===== config.mk =====
export PLATFORM = sky130hd
export DESIGN_NAME = battery_level_estimator
export DESIGN_NICKNAME = d
export VERILOG_FILES = /design/src/rtl/blvl_pkg.sv /design/src/rtl/battery_level_estimator.sv /design/src/rtl/blvl_regs.sv /design/src/rtl/blvl_dp.sv /design/src/rtl/blvl_ctrl.sv
export SDC_FILE = /design/constraint.sdc
export NUM_CORES = 1
export LEC_CHECK = 0
export ABC_AREA = 1
export BUFFER_PORTS_ARGS = -buffer_cell sky130_fd_sc_hd__buf_2
export CORE_MARGIN = 4
export CORE_UTILIZATION = 44
export DETAILED_ROUTE_END_ITERATION = 6
export SLEW_MARGIN = 15
export SYNTH_ARGS = -nofsm -noshare
export SYNTH_HDL_FRONTEND = slang
export SYNTH_SLANG_ARGS = --single-unit

===== constraint.sdc =====
create_clock -name i_clk -period 14.18 [get_ports i_clk]
set_input_delay 0.709 -clock i_clk [delete_from_list [all_inputs] [get_ports i_clk]]
set_output_delay 0.709 -clock i_clk [all_outputs]
set_load 0.02 [all_outputs]

===== src/rtl/blvl_pkg.sv =====
// shared constants, register map and types for the battery level estimator
`timescale 1ns / 1ps
package blvl_pkg;

    // default adc resolution
    localparam int ADC_BITS_DEF = 10;

    // field widths
    localparam int MV_W   = 13;
    localparam int LVL_W  = 7;
    localparam int CNT_W  = 8;
    localparam int SPAN_W = 5;
    localparam int NUM_W  = MV_W + SPAN_W;

    // divider: every segment quotient stays below 32
    localparam int QUO_W     = 5;
    localparam int DIV_STEPS = QUO_W;
    localparam int STEP_W    = $clog2(DIV_STEPS);

    // millivolts at full adc scale
    localparam logic [MV_W-1:0] MV_SCALE = MV_W'(5400);

    // level constants
    localparam logic [LVL_W-1:0] LVL_MAX = LVL_W'(100);

    // apb register map
    localparam int APB_DW    = 32;
    localparam int REG_IDX_W = 3;
    localparam int PADDR_W   = REG_IDX_W + 2;

    localparam logic [REG_IDX_W-1:0] REG_FULL   = 3'd0;
    localparam logic [REG_IDX_W-1:0] REG_AT_75  = 3'd1;
    localparam logic [REG_IDX_W-1:0] REG_AT_50  = 3'd2;
    localparam logic [REG_IDX_W-1:0] REG_AT_25  = 3'd3;
    localparam logic [REG_IDX_W-1:0] REG_AT_10  = 3'd4;
    localparam logic [REG_IDX_W-1:0] REG_LOW    = 3'd5;
    localparam logic [REG_IDX_W-1:0] REG_NEEDED = 3'd6;

    // register reset values
    localparam logic [MV_W-1:0]  RST_FULL   = MV_W'(4200);
    localparam logic [MV_W-1:0]  RST_AT_75  = MV_W'(3950);
    localparam logic [MV_W-1:0]  RST_AT_50  = MV_W'(3850);
    localparam logic [MV_W-1:0]  RST_AT_25  = MV_W'(3800);
    localparam logic [MV_W-1:0]  RST_AT_10  = MV_W'(3750);
    localparam logic [MV_W-1:0]  RST_LOW    = MV_W'(3700);
    localparam logic [CNT_W-1:0] RST_NEEDED = CNT_W'(3);

    // configuration seen by the datapath
    typedef struct packed {
        logic [MV_W-1:0]  full_mv;
        logic [MV_W-1:0]  mv_at_75;
        logic [MV_W-1:0]  mv_at_50;
        logic [MV_W-1:0]  mv_at_25;
        logic [MV_W-1:0]  mv_at_10;
        logic [MV_W-1:0]  low_mv;
        logic [CNT_W-1:0] low_samples_needed;
    } t_cfg;

    // controller to datapath commands
    typedef struct packed {
        logic load_in;
        logic mult;
        logic segm;
        logic div;
        logic load_out;
    } t_dp_cmd;

endpackage


===== src/rtl/battery_level_estimator.sv =====
// battery level estimator top level: apb registers, controller and datapath
// an accepted word is scaled to millivolts, a segment is selected, then a 5-step serial divider runs
// a new input word is taken only after the previous result has been loaded into the output register
// a finished word waits in the output register while the next input word is taken
// reset: synchronous active-low; thresholds return to defaults, low counter and flag clear
`timescale 1ns / 1ps
module battery_level_estimator #(
    parameter int ADC_BITS = blvl_pkg::ADC_BITS_DEF
) (
    input  logic                               i_clk,
    input  logic                               i_rst_n,
    // input channel
    input  logic                               i_in_valid,
    output logic                               o_in_ready,
    input  logic [ADC_BITS-1:0]                i_adc_sample,
    // output channel
    output logic                               o_out_valid,
    input  logic                               i_out_ready,
    output logic [blvl_pkg::MV_W-1:0]          o_bat_mv,
    output logic [blvl_pkg::LVL_W-1:0]         o_level_percent,
    output logic                               o_battery_low,
    output logic                               o_sleep_request,
    // configuration port
    input  logic                               psel,
    input  logic                               penable,
    input  logic                               pwrite,
    input  logic [blvl_pkg::PADDR_W-1:0]       paddr,
    input  logic [blvl_pkg::APB_DW-1:0]        pwdata,
    output logic [blvl_pkg::APB_DW-1:0]        prdata,
    output logic                               pready
);
    import blvl_pkg::*;

    t_cfg    w_cfg;
    t_dp_cmd w_cmd;

    assign pready = 1'b1;

    // configuration registers
    blvl_regs u_regs (
        .i_clk   (i_clk),
        .i_rst_n (i_rst_n),
        .psel    (psel),
        .penable (penable),
        .pwrite  (pwrite),
        .paddr   (paddr),
        .pwdata  (pwdata),
        .prdata  (prdata),
        .o_cfg   (w_cfg)
    );

    // sequencing
    blvl_ctrl u_ctrl (
        .i_clk       (i_clk),
        .i_rst_n     (i_rst_n),
        .i_in_valid  (i_in_valid),
        .o_in_ready  (o_in_ready),
        .o_out_valid (o_out_valid),
        .i_out_ready (i_out_ready),
        .o_cmd       (w_cmd)
    );

    // arithmetic and state
    blvl_dp #(
        .ADC_BITS (ADC_BITS)
    ) u_dp (
        .i_clk           (i_clk),
        .i_rst_n         (i_rst_n),
        .i_cmd           (w_cmd),
        .i_cfg           (w_cfg),
        .i_adc_sample    (i_adc_sample),
        .o_bat_mv        (o_bat_mv),
        .o_level_percent (o_level_percent),
        .o_battery_low   (o_battery_low),
        .o_sleep_request (o_sleep_request)
    );

endmodule


===== src/rtl/blvl_regs.sv =====
// apb configuration registers for the battery level estimator
`timescale 1ns / 1ps
module blvl_regs (
    input  logic                                 i_clk,
    input  logic                                 i_rst_n,
    input  logic                                 psel,
    input  logic                                 penable,
    input  logic                                 pwrite,
    input  logic [blvl_pkg::PADDR_W-1:0]         paddr,
    input  logic [blvl_pkg::APB_DW-1:0]          pwdata,
    output logic [blvl_pkg::APB_DW-1:0]          prdata,
    output blvl_pkg::t_cfg                       o_cfg
);
    import blvl_pkg::*;

    t_cfg                 r_cfg;
    logic                 w_wr;
    logic [REG_IDX_W-1:0] w_idx;

    assign w_wr  = psel & penable & pwrite;
    assign w_idx = paddr[PADDR_W-1:2];

    // register writes, out-of-range index ignored
    always_ff @(posedge i_clk) begin
        if (!i_rst_n) begin
            r_cfg.full_mv            <= RST_FULL;
            r_cfg.mv_at_75           <= RST_AT_75;
            r_cfg.mv_at_50           <= RST_AT_50;
            r_cfg.mv_at_25           <= RST_AT_25;
            r_cfg.mv_at_10           <= RST_AT_10;
            r_cfg.low_mv             <= RST_LOW;
            r_cfg.low_samples_needed <= RST_NEEDED;
        end else if (w_wr) begin
            case (w_idx)
                REG_FULL:   r_cfg.full_mv            <= pwdata[MV_W-1:0];
                REG_AT_75:  r_cfg.mv_at_75           <= pwdata[MV_W-1:0];
                REG_AT_50:  r_cfg.mv_at_50           <= pwdata[MV_W-1:0];
                REG_AT_25:  r_cfg.mv_at_25           <= pwdata[MV_W-1:0];
                REG_AT_10:  r_cfg.mv_at_10           <= pwdata[MV_W-1:0];
                REG_LOW:    r_cfg.low_mv             <= pwdata[MV_W-1:0];
                REG_NEEDED: r_cfg.low_samples_needed <= pwdata[CNT_W-1:0];
                default: ;
            endcase
        end
    end

    // read mux
    always_comb begin
        case (w_idx)
            REG_FULL:   prdata = APB_DW'(r_cfg.full_mv);
            REG_AT_75:  prdata = APB_DW'(r_cfg.mv_at_75);
            REG_AT_50:  prdata = APB_DW'(r_cfg.mv_at_50);
            REG_AT_25:  prdata = APB_DW'(r_cfg.mv_at_25);
            REG_AT_10:  prdata = APB_DW'(r_cfg.mv_at_10);
            REG_LOW:    prdata = APB_DW'(r_cfg.low_mv);
            REG_NEEDED: prdata = APB_DW'(r_cfg.low_samples_needed);
            default:    prdata = '0;
        endcase
    end

    assign o_cfg = r_cfg;

endmodule


===== src/rtl/blvl_dp.sv =====
// datapath: millivolt scaling, segment select, serial divider, low counter, output word
`timescale 1ns / 1ps
module blvl_dp #(
    parameter int ADC_BITS = blvl_pkg::ADC_BITS_DEF
) (
    input  logic                           i_clk,
    input  logic                           i_rst_n,
    input  blvl_pkg::t_dp_cmd              i_cmd,
    input  blvl_pkg::t_cfg                 i_cfg,
    input  logic [ADC_BITS-1:0]            i_adc_sample,
    output logic [blvl_pkg::MV_W-1:0]      o_bat_mv,
    output logic [blvl_pkg::LVL_W-1:0]     o_level_percent,
    output logic                           o_battery_low,
    output logic                           o_sleep_request
);
    import blvl_pkg::*;

    localparam int PROD_W = ADC_BITS + MV_W;

    logic [ADC_BITS-1:0] r_sample;
    logic [MV_W-1:0]     r_mv;
    logic [PROD_W-1:0]   w_prod;

    // segment selection
    logic [MV_W-1:0]   w_lo;
    logic [MV_W-1:0]   w_den;
    logic [LVL_W-1:0]  w_base;
    logic [SPAN_W-1:0] w_span;
    logic              w_zero;
    logic [MV_W-1:0]   w_diff;
    logic [NUM_W-1:0]  w_num;

    // divider state
    logic [LVL_W-1:0] r_base;
    logic [NUM_W-1:0] r_rem;
    logic [NUM_W-1:0] r_dsh;
    logic [QUO_W-1:0] r_quo;
    logic             w_ge;

    // low run tracking
    logic [CNT_W-1:0] r_cnt;
    logic             r_flag;
    logic             r_item_low;
    logic             r_item_sleep;
    logic             w_below;
    logic [CNT_W-1:0] n_cnt;
    logic             n_flag;
    logic             n_sleep;

    // result word
    logic [LVL_W-1:0] w_sum;
    logic [LVL_W-1:0] w_level;
    logic [MV_W-1:0]  r_out_mv;
    logic [LVL_W-1:0] r_out_lvl;
    logic             r_out_low;
    logic             r_out_sleep;

    // sample capture and scaling to millivolts
    assign w_prod = PROD_W'(r_sample) * PROD_W'(MV_SCALE);

    always_ff @(posedge i_clk) begin
        if (i_cmd.load_in) begin
            r_sample <= i_adc_sample;
        end
        if (i_cmd.mult) begin
            r_mv <= w_prod[PROD_W-1 -: MV_W];
        end
    end

    // pick the segment; full and below-low map to a zero numerator
    always_comb begin
        w_lo   = '0;
        w_den  = MV_W'(1);
        w_base = '0;
        w_span = '0;
        w_zero = 1'b1;
        if (r_mv >= i_cfg.full_mv) begin
            w_base = LVL_MAX;
        end else if (r_mv >= i_cfg.mv_at_75) begin
            w_lo   = i_cfg.mv_at_75;
            w_den  = i_cfg.full_mv - i_cfg.mv_at_75;
            w_base = LVL_W'(75);
            w_span = SPAN_W'(25);
            w_zero = 1'b0;
        end else if (r_mv >= i_cfg.mv_at_50) begin
            w_lo   = i_cfg.mv_at_50;
            w_den  = i_cfg.mv_at_75 - i_cfg.mv_at_50;
            w_base = LVL_W'(50);
            w_span = SPAN_W'(25);
            w_zero = 1'b0;
        end else if (r_mv >= i_cfg.mv_at_25) begin
            w_lo   = i_cfg.mv_at_25;
            w_den  = i_cfg.mv_at_50 - i_cfg.mv_at_25;
            w_base = LVL_W'(25);
            w_span = SPAN_W'(25);
            w_zero = 1'b0;
        end else if (r_mv >= i_cfg.mv_at_10) begin
            w_lo   = i_cfg.mv_at_10;
            w_den  = i_cfg.mv_at_25 - i_cfg.mv_at_10;
            w_base = LVL_W'(10);
            w_span = SPAN_W'(15);
            w_zero = 1'b0;
        end else if (r_mv >= i_cfg.low_mv) begin
            w_lo   = i_cfg.low_mv;
            w_den  = i_cfg.mv_at_10 - i_cfg.low_mv;
            w_span = SPAN_W'(10);
            w_zero = 1'b0;
        end
    end

    assign w_diff = w_zero ? '0 : (r_mv - w_lo);
    assign w_num  = NUM_W'(w_diff) * NUM_W'(w_span);

    // restoring divider, one quotient bit per step
    assign w_ge = (r_rem >= r_dsh);

    always_ff @(posedge i_clk) begin
        if (i_cmd.segm) begin
            r_base <= w_base;
            r_rem  <= w_num;
            r_dsh  <= NUM_W'(w_den) << (QUO_W - 1);
            r_quo  <= '0;
        end else if (i_cmd.div) begin
            r_rem  <= w_ge ? (r_rem - r_dsh) : r_rem;
            r_dsh  <= r_dsh >> 1;
            r_quo  <= {r_quo[QUO_W-2:0], w_ge};
        end
    end

    // consecutive low sample counter
    assign w_below = (r_mv < i_cfg.low_mv);

    always_comb begin
        n_cnt   = '0;
        n_flag  = 1'b0;
        n_sleep = 1'b0;
        if (w_below) begin
            n_cnt  = (r_cnt == {CNT_W{1'b1}}) ? r_cnt : (r_cnt + CNT_W'(1));
            n_flag = r_flag;
            if ((n_cnt >= i_cfg.low_samples_needed) && !r_flag) begin
                n_flag  = 1'b1;
                n_sleep = 1'b1;
            end
        end
    end

    always_ff @(posedge i_clk) begin
        if (!i_rst_n) begin
            r_cnt  <= '0;
            r_flag <= 1'b0;
        end else if (i_cmd.segm) begin
            r_cnt  <= n_cnt;
            r_flag <= n_flag;
        end
    end

    always_ff @(posedge i_clk) begin
        if (i_cmd.segm) begin
            r_item_low   <= n_flag;
            r_item_sleep <= n_sleep;
        end
    end

    // level with clamp
    assign w_sum   = r_base + LVL_W'(r_quo);
    assign w_level = (w_sum > LVL_MAX) ? LVL_MAX : w_sum;

    // output word register
    always_ff @(posedge i_clk) begin
        if (!i_rst_n) begin
            r_out_mv    <= '0;
            r_out_lvl   <= '0;
            r_out_low   <= 1'b0;
            r_out_sleep <= 1'b0;
        end else if (i_cmd.load_out) begin
            r_out_mv    <= r_mv;
            r_out_lvl   <= w_level;
            r_out_low   <= r_item_low;
            r_out_sleep <= r_item_sleep;
        end
    end

    assign o_bat_mv        = r_out_mv;
    assign o_level_percent = r_out_lvl;
    assign o_battery_low   = r_out_low;
    assign o_sleep_request = r_out_sleep;

    // the flag never stands without a counted low sample
    a_flag_has_count: assert property (@(posedge i_clk) disable iff (!i_rst_n)
        r_flag |-> (r_cnt != '0))
        else $error("low flag set with zero run count");

    // a sleep request always comes with the low flag
    a_sleep_low: assert property (@(posedge i_clk) disable iff (!i_rst_n)
        r_out_sleep |-> r_out_low)
        else $error("sleep request without low flag");

    // level never exceeds full scale
    a_level_max: assert property (@(posedge i_clk) disable iff (!i_rst_n)
        r_out_lvl <= LVL_MAX)
        else $error("level above 100 percent");

endmodule


===== src/rtl/blvl_ctrl.sv =====
// controller: sequences scaling, segment select and divide, owns both handshakes
`timescale 1ns / 1ps
module blvl_ctrl (
    input  logic              i_clk,
    input  logic              i_rst_n,
    input  logic              i_in_valid,
    output logic              o_in_ready,
    output logic              o_out_valid,
    input  logic              i_out_ready,
    output blvl_pkg::t_dp_cmd o_cmd
);
    import blvl_pkg::*;

    typedef enum logic [4:0] {
        S_IDLE = 5'b00001,
        S_MULT = 5'b00010,
        S_SEGM = 5'b00100,
        S_DIV  = 5'b01000,
        S_FIN  = 5'b10000
    } t_state;

    t_state            r_state;
    t_state            n_state;
    logic [STEP_W-1:0] r_step;
    logic [STEP_W-1:0] n_step;
    logic              r_out_valid;
    logic              n_out_valid;
    logic              w_accept;
    logic              w_out_free;

    assign o_in_ready = (r_state == S_IDLE);
    assign w_accept   = i_in_valid & o_in_ready;
    assign w_out_free = !r_out_valid || i_out_ready;

    // next state and commands
    always_comb begin
        n_state        = r_state;
        n_step         = r_step;
        o_cmd          = '0;
        o_cmd.load_in  = w_accept;
        case (r_state)
            S_IDLE: begin
                if (i_in_valid) begin
                    n_state = S_MULT;
                end
            end
            S_MULT: begin
                o_cmd.mult = 1'b1;
                n_state    = S_SEGM;
            end
            S_SEGM: begin
                o_cmd.segm = 1'b1;
                n_step     = STEP_W'(DIV_STEPS - 1);
                n_state    = S_DIV;
            end
            S_DIV: begin
                o_cmd.div = 1'b1;
                n_step    = r_step - STEP_W'(1);
                if (r_step == '0) begin
                    n_state = S_FIN;
                end
            end
            S_FIN: begin
                if (w_out_free) begin
                    o_cmd.load_out = 1'b1;
                    n_state        = S_IDLE;
                end
            end
            default: begin
                n_state = S_IDLE;
            end
        endcase
    end

    // output valid: set on load, cleared when the word is taken
    always_comb begin
        n_out_valid = r_out_valid;
        if (o_cmd.load_out) begin
            n_out_valid = 1'b1;
        end else if (i_out_ready) begin
            n_out_valid = 1'b0;
        end
    end

    always_ff @(posedge i_clk) begin
        if (!i_rst_n) begin
            r_state     <= S_IDLE;
            r_step      <= '0;
            r_out_valid <= 1'b0;
        end else begin
            r_state     <= n_state;
            r_step      <= n_step;
            r_out_valid <= n_out_valid;
        end
    end

    assign o_out_valid = r_out_valid;

    // an accepted word starts the scaling step next
    a_accept_starts: assert property (@(posedge i_clk) disable iff (!i_rst_n)
        w_accept |=> (r_state == S_MULT))
        else $error("accepted word did not start processing");

    // a pending word is never overwritten
    a_no_overwrite: assert property (@(posedge i_clk) disable iff (!i_rst_n)
        (r_out_valid && !i_out_ready) |-> !o_cmd.load_out)
        else $error("output word overwritten while pending");

    // the last divide step hands over to the finish state
    a_div_ends: assert property (@(posedge i_clk) disable iff (!i_rst_n)
        (r_state == S_DIV && r_step == '0) |=> (r_state == S_FIN))
        else $error("divider step count broken");

    // a loaded word shows as valid next cycle
    a_load_valid: assert property (@(posedge i_clk) disable iff (!i_rst_n)
        o_cmd.load_out |=> r_out_valid)
        else $error("loaded word not flagged valid");

endmodule


# == Word level (Yosys, flattened, before mapping) ==
# Index checks and enable logic that the tools add are counted.
# op_classes
n_eq_ne,15
n_reduce_logical,20
addsub,10
magnitude_cmp,10
mux,53
bitwise_logic,3
n_mul,2
# ops
cell,count
13-bit 2-to-1 mux,13
13-bit one-hot mux with 7 select lines,1
13-bit >= comparator,6
13-bit subtractor,6
18-bit 2-to-1 mux,3
5-bit 2-to-1 mux,8
17-bit 2-to-1 mux,2
5-bit one-hot mux with 5 select lines,1
7-bit 2-to-1 mux,3
"10-bit by 10-bit multiplier with 20-bit output, second input constant",1
18-bit by 17-bit >= comparator with 1-bit output,1
13-bit by 5-bit multiplier with 18-bit output,1
18-bit by 17-bit subtractor with 18-bit output,1
1-bit 2-to-1 mux,16
8-bit 2-to-1 mux,2
2-bit AND reduction,8
13-bit < comparator,1
"3-bit == test, second input constant",3
"8-bit by 1-bit adder with 8-bit output, second input constant",1
"8-bit == test, second input constant",1
8-bit >= comparator,1
4-bit 2-to-1 mux,2
2-bit nonzero test,4
7-bit by 5-bit adder with 7-bit output,1
other kinds (20),26
# totals
word_cells,139
input_bits,54
output_inout_bits,57
ff_bits,198

# == Depth between registers and ports, before layout ==
# Gate-level depths: netlist (run 1).
# depth
depth_word,11
mapped_depth,46
depth_no_buf,45

# == Modules after synthesis ==
# From an unflattened synthesis (run 1), not the netlist that was laid out.
# unflattened
hier_cells,2861
hier_area_um2,20064.2
# modules_own_cells
module,seq_area_each_um2,n_inst,cells_per_inst,area_per_inst_um2
blvl_dp,2692.6,1,2123,15190.8
blvl_regs,1721.7,1,666,4355.4
blvl_ctrl,180.2,1,70,506.7
battery_level_estimator,0.0,1,2,11.3

# == Worst setup path before layout (run 1) ==
# Ideal clock, no wire load.
# synth_path
kind,register to register
start,reg u_dp.r_mv[12]
end,reg u_dp.r_rem[15] (data pin)
setup_slack_ns,7.626
period_less_slack_ns,6.554
setup_ns,0.263
path_buffers,1
arrival_ns,6.291
stages_incl_launch_ff,33
required_time_ns,13.917
cell_sequence,edfxtp_1 ha_1 a21oi_1 o21ai_0 a21oi_1 nand3_2 clkinv_1 clkbuf_1 o211ai_1 o211ai_1 inv_1 ha_1 fa_1 inv_1 nand3_1 nand2_1 a21oi_1 xor2_1 nor2_1 fa_1 fa_1 inv_1 fa_1 inv_1 ha_1 nand2_1 nor3_1 nand3_1 o2111ai_1 a31o_2 a21oi_1 o21ai_0 o21ai_0
# synth_between
elab_chain_cells,11
elab_cells_between_ends,28
classes_between,add/sub (1); mul (1); order compare (6); mux (20)
# synth_lines
item,line_no,source
"start, declared",blvl_dp.sv:21,logic [MV_W-1:0] r_mv;
"start signal, assigned",blvl_dp.sv:66,r_mv <= w_prod[PROD_W-1 -: MV_W];
13-bit >= comparator,blvl_dp.sv:103,end else if (r_mv >= i_cfg.low_mv) begin
13-bit 2-to-1 mux,blvl_dp.sv:103,
13-bit 2-to-1 mux,blvl_dp.sv:97,end else if (r_mv >= i_cfg.mv_at_10) begin
13-bit 2-to-1 mux,blvl_dp.sv:91,end else if (r_mv >= i_cfg.mv_at_25) begin
13-bit 2-to-1 mux,blvl_dp.sv:85,end else if (r_mv >= i_cfg.mv_at_50) begin
13-bit 2-to-1 mux,blvl_dp.sv:79,end else if (r_mv >= i_cfg.mv_at_75) begin
13-bit 2-to-1 mux,blvl_dp.sv:77,if (r_mv >= i_cfg.full_mv) begin
13-bit subtractor,blvl_dp.sv:111,assign w_diff = w_zero ? '0 : (r_mv - w_lo);
13-bit 2-to-1 mux,blvl_dp.sv:111,
13-bit by 5-bit multiplier with 18-bit output *,blvl_dp.sv:112,assign w_num = NUM_W'(w_diff) * NUM_W'(w_span);
18-bit 2-to-1 mux *,blvl_dp.sv:118,if (i_cmd.segm) begin
"end signal, assigned",blvl_dp.sv:120,r_rem <= w_num;
"end signal, assigned",blvl_dp.sv:124,r_rem <= w_ge ? (r_rem - r_dsh) : r_rem;
"end, declared",blvl_dp.sv:35,logic [NUM_W-1:0] r_rem;
# Every way passes the cells marked *; elsewhere a longest branch is shown, timed or not.
# A chain may end at the register's enable or synchronous reset.

# == Worst setup path after layout (run 1) ==
# layout_path
start,reg u_dp.r_mv[4]
end,reg u_dp.r_rem[15] (data pin)
# The elaborated chain is that of the path after synthesis.

==> run_results.csv, run 1 <==
group,metric,value,unit
run_status,status,"finished, violations left",
run_status,violations,"design-rule violations",
critical_path,arrival,8840,ps
route,routed_wl,64800,µm
placement,place_area,19900,µm²
power,leakage,10.1,nW
critical_path,max_stage_delay,770,ps
route,num_vias,17800,
synth,netlist_instances,2575,
timing,finalCriticalPeriod,8610,ps
critical_path,startpoint,"u_dp.r_mv[4]",
clocking,cts-root-buf,"clkbuf_16",
grt,grt_pass1_wl,97600,µm
floorplan,ios,111,
timing,max_freq,116,MHz
critical_path,cp_common_cell,"nand2_1",
timing,finClkSkew,16.1,ps
placement,dp_hpwl,51000,µm
synth,synth_async_sr_flop_share,0,
route,route.detailed.drc,2,
critical_path,cp-end-kind,"register",
floorplan,fp.dieArea,46800,µm²
critical_path,required,14410,ps
critical_path,crit_slowest_cell,"edfxtp_1",
power,vdd_drop_max,251,µV
timing,relSlewSlack,0.318,
min_path,hp-class,"input port to register",
synth,synth_seq_cells,198,
grt,grt_pass1_vias,16700,
synth,mappedNetlistArea,19100,µm²
final_layout,final_common_cell,"nand2_1",
route,post_drt_wl_per_cell,20.1,µm
route,dr.pass1.iters,7,
timing,fin_ws,5570,ps
clocking,clk_pin_slew,90,ps
synth,yosys_warnings,0,
synth,synth_edf_count,63,
placement,port_buffers,69,
power,p_per_area,143,nW/µm²
critical_path,critical_path_class,"register to register",
synth,synth_ff_type,"dfxtp_1",
timing,hold_ws,383,ps
timing,setup_violations,0,
synth,ys_top_cells_by_area,"ha_1, dfxtp_1, nand2_1",
critical_path,r2r-start,"u_dp.r_mv[4]",
timing,post-route-period-util,0.607,
route,ant_nets,0,
synth,ys_types,62,
floorplan,dieHeight,216,µm
clocking,cts_buffers,17,
final_layout,layout_common_cells,"nand2_1, inv_1, ha_1",
critical_path,critPathMaxFanout,15,
synth,synth.avg_cell_area,7.41,µm²
floorplan,core-area,43000,µm²
timing,tightest_slew,1020,ps
flow_run,maxCapViolations,0,
min_path,worstHoldStart,"i_adc_sample[0]",
timing,report.final.slew_viol_count,0,
final_layout,utilization,0.479,
floorplan,std_cell_rows,76,
clocking,clk_latency,500,ps
clocking,cts_tree,"done",
timing,rsz0062_at_grt,"no",
final_layout,areaGrowthSynthToFinish,7.78,%
route,drtIter0Drc,1527,
synth,synth_top_area_cell,"ha_1",
timing,setup_tns,0,ps
floorplan,start_util,0.444,
grt,grt.total_usage,0.273,
timing,hold_viol_final,0,
critical_path,cp-start-kind,"register",
final_layout,fin_nets,2999,
synth,synth_top_area_share,0.181,
placement,routabilityCongestion,0.995,
grt,antenna_found_initial,2,
placement,post-place-ws,5770,ps
clocking,cts-resized-gates,0,
final_layout,fin_area,20600,µm²
clocking,postCtsHoldBufs,0,
clocking,clock-sinks,198,
clocking,post_cts_buffers,0,
grt,grt_max_degree,92,
synth,synth-seq-area-share,0.241,
final_layout,layout-drive-gt1-share,0.0734,
grt,gr-total-overflow,0,
route,viasPerCell,5.53,
clocking,clk_path_buf_depth,2,
clocking,htreeDepth,4,
floorplan,die_x,216,µm
registers in the layout, summed over array words and instances (netlist names):
name                  flops
u_dp.r_sample            10
u_dp.r_dsh               17
u_dp.r_base               7
u_dp.r_flag               1
u_dp.o_level_percent      7
u_regs.o_cfg             86
u_dp.o_bat_mv            13
u_ctrl.r_step             3
u_ctrl.r_state            5
u_ctrl.o_out_valid        1
u_dp.r_mv                13
u_dp.r_item_sleep         1
u_dp.r_item_low           1
u_dp.r_quo                5
u_dp.o_battery_low        1
u_dp.o_sleep_request      1
u_dp.r_cnt                8
u_dp.r_rem               18
metrics by stage:
stage                     power (mW)  cells
after CTS                       2.97   3214
after global placement          2.39   3182
after detailed placement        2.42   3182
after global routing            3.24   3215
final                           2.95   3216
after floorplan                 2.03   2593
logic make-up after synthesis:
| family | after synthesis | synth area share |
|---|---|---|
| other | 2 | 0.000393 |
| flip-flops | 198 | 0.241 |
| adder cells (fa/ha/maj) | 329 | 0.236 |
| AND/OR/NAND/NOR | 858 | 0.199 |
| buffers and inverters | 490 | 0.103 |
| XOR/XNOR | 82 | 0.0376 |
| AO/OA/AOI/OAI | 616 | 0.183 |
worst paths after layout:
kind / cells past startpoint / slack, ps / endpoint
hold reg to reg: 2 / 470 / u_dp.r_dsh[0]
setup / recovery: 30 / 5570 / u_dp.r_rem[15]
hold / removal: 1 / 380 / u_dp.r_sample[0]
setup reg to reg: 30 / 5570 / u_dp.r_rem[15]
report_power, final:
| part | switching [mW] | leakage, nW | internal (mW) | total, mW |
|---|---|---|---|---|
| Combinational | 1.05 | 8.16 | 0.634 | 1.69 |
| Sequential | 0.0487 | 1.67 | 0.673 | 0.722 |
| Clock | 0.276 | 0.310 | 0.260 | 0.537 |
| Total | 1.38 | 10.1 | 1.57 | 2.95 |
worst max-delay path: cells and delay by family (launching register included):
family | cells | cell delay (ps)
adders and majority gates | 6 | 2670
AOI/OAI and AO/OA | 11 | 2250
and+or+nand+nor | 10 | 2060
DFF | 1 | 770
xor gates and xnor gates | 1 | 480
buffers and inverters | 2 | 90
cell usage after synthesis (3+ instances only):
cell       count
a21o_1         7
o211ai_1      42
xor2_1        48
fa_1          53
o21a_1         3
nor2_1       140
nor3_4         4
dfxtp_1      135
nand3_1       98
o22ai_1       31
nor3_1        24
buf_1          4
buf_4         21
o221ai_1      21
nand3b_1       4
nor3_2         4
inv_1        392
nand3_2        5
clkinv_1       3
clkbuf_1      33
a211oi_1       8
a31oi_1       11
a21oi_2        3
a221oi_1       7
o2111ai_1     14
nand4_1       27
o21ai_1       12
buf_2         17
edfxtp_1      63
xnor2_1       34
nand2_2        5
inv_2         16
nor2_4         9
nor2_2         7
ha_1         276
nand2_1      505
o21ai_0      181
or2_2         11
a21oi_1      266
cell type report:
class	instances	area, µm²
inverters	413	1560
multi-input cells	1905	12600
repair buffers	81	435
well taps	585	732
diodes	2	5.00
fillers	4394	22400
clock inverters	15	215
clock buffers	17	425
flip-flops and latches	198	4590
routing by layer:
layer	wire, µm	vias up	track usage
met1	29000	8325	0.372
met4	2320	0	0.102
met2	28100	613	0.416
li1	-	8743	-
met5	0	-	0.00208
met3	5310	108	0.0726
Note: power is estimated with default switching activity, not from simulation.
==> run 2: changes to the inputs <==
Clock period 14.18 ns to 8.3 ns, I/O delays scaled along.
==> run_results.csv, run 2 (synthesized netlist as in run 1, its figures left out) <==
group,metric,value,unit
clocking,clk_pin_slew,80,ps
clocking,cts-root-buf,"clkbuf_16",
route,viasPerCell,5.61,
route,dr.pass1.iters,5,
run_status,status,"finished clean",
timing,post-route-period-util,0.939,
power,vdd_drop_max,296,µV
grt,antenna_found_initial,0,
route,routed_wl,66700,µm
placement,dp_hpwl,53800,µm
final_layout,antenna_cells,0,
critical_path,required,8530,ps
floorplan,start_util,0.444,
timing,max_freq,128,MHz
flow_run,maxCapViolations,0,
critical_path,cp-start-kind,"register",
floorplan,std_cell_rows,76,
critical_path,arrival,8020,ps
floorplan,fp.dieArea,46800,µm²
clocking,htreeDepth,4,
final_layout,multi_input_area,12600,µm²
power,power,5.03,mW
critical_path,cp_common_cell,"nand2_1",
route,num_vias,18300,
timing,hold_viol_final,0,
final_layout,layout-drive-gt1-share,0.0887,
min_path,hp-class,"input port to register",
critical_path,crit_slowest_cell,"fa_1",
critical_path,r2r_setup_slack,510,ps
critical_path,critical_path_class,"register to register",
timing,relSlewSlack,0.330,
final_layout,areaGrowthSynthToFinish,9.35,%
placement,port_buffers,69,
grt,grt_pass1_wl,101000,µm
clocking,clk_path_buf_depth,2,
timing,report.final.slew_viol_count,0,
route,drtIter0Drc,1702,
timing,finalCriticalPeriod,7790,ps
grt,grt_max_degree,90,
final_layout,layout_common_cells,"nand2_1, inv_1, ha_1",
clocking,cts_buffers,17,
placement,routabilityCongestion,0.969,
route,route.detailed.drc,0,
clocking,clock-sinks,198,
clocking,cts_tree,"done",
floorplan,core-area,43000,µm²
timing,rsz0062_at_grt,"no",
power,p_per_area,241,nW/µm²
route,post_drt_wl_per_cell,20.5,µm
final_layout,regArea,4590,µm²
floorplan,dieHeight,216,µm
timing,finClkSkew,22.6,ps
clocking,clk_latency,500,ps
timing,tightest_slew,1000,ps
grt,grt_pass1_vias,17000,
floorplan,ios,111,
grt,gr-total-overflow,0,
critical_path,cp-end-kind,"register",
route,ant_nets,0,
final_layout,fin_nets,3042,
critical_path,max_stage_delay,550,ps
final_layout,final_common_cell,"nand2_1",
floorplan,die_x,216,µm
timing,setup_tns,0,ps
critical_path,critPathMaxFanout,11,
final_layout,fill_cells,4418,
grt,grt.total_usage,0.280,
power,leakage,10.3,nW
timing,setup_violations,0,
clocking,post_cts_buffers,0,
final_layout,largest_reg_flops,86,
-- run 2: power breakdown --
group          internal (mW)  switching (mW)
sequential              1.15          0.0611
clock                  0.441           0.457
combinational           1.10            1.82
total                   2.70            2.34
-- run 2: worst paths after layout --
kind	from	end	cells past startpoint
setup / recovery	u_dp.r_mv[12]	u_dp.r_rem[15]	32
hold / removal	i_adc_sample[0]	u_dp.r_sample[0]	1
setup reg to reg	u_dp.r_mv[12]	u_dp.r_rem[15]	32
hold reg to reg	u_ctrl.r_step[0]	u_ctrl.r_step[0]	1
-- run 2: layout make-up --
type	count	share of cell area
Multi-Input combinational cell	1905	0.605
Sequential cell	198	0.220
Inverter	413	0.0745
Timing Repair Buffer	124	0.0363
Tap cell	585	0.0351
Clock buffer	18	0.0210
Clock inverter	14	0.00839
-- run 2: repair_timing --
action                     4_1_cts  5_1_grt
resized for setup                0        1
hold buffers                     0        0
setup endpoints to repair        0        2
-- run 2: worst max-delay path: cells and delay by family, from the launching register on --
family,cells,cell delay [ps]
fa+ha+maj,6,2670
compound gates,11,1920
simple gates,11,1610
flops,1,540
xor+xnor,1,470
buf+inv,3,310
-- run 2: routing by layer --
| layer | track usage | part of all wire |
|---|---|---|
| met2 | 0.436 | 0.43 |
| met1 | 0.398 | 0.46 |
| met5 | 0 | 0 |
| met4 | 0.0787 | 0.029 |
| met3 | 0.0552 | 0.079 |
-- run 2: per-stage QoR --
step / std cells / worst slack [ps] / cell area [µm²] / utilization / hold slack [ps]
2_1_floorplan: 2593 / 1750 / 19200 / - / 426
6_report: 3257 / 505 / 20900 / 0.486 / 94.3
3_5_place_dp: 3225 / 602 / 20300 / 0.471 / 448
3_3_place_gp: 3225 / 730 / 20300 / 0.471 / 444
4_1_cts: 3257 / 590 / 20900 / 0.485 / 67.1
5_1_grt: 3257 / 26.1 / 20900 / 0.486 / 80.5
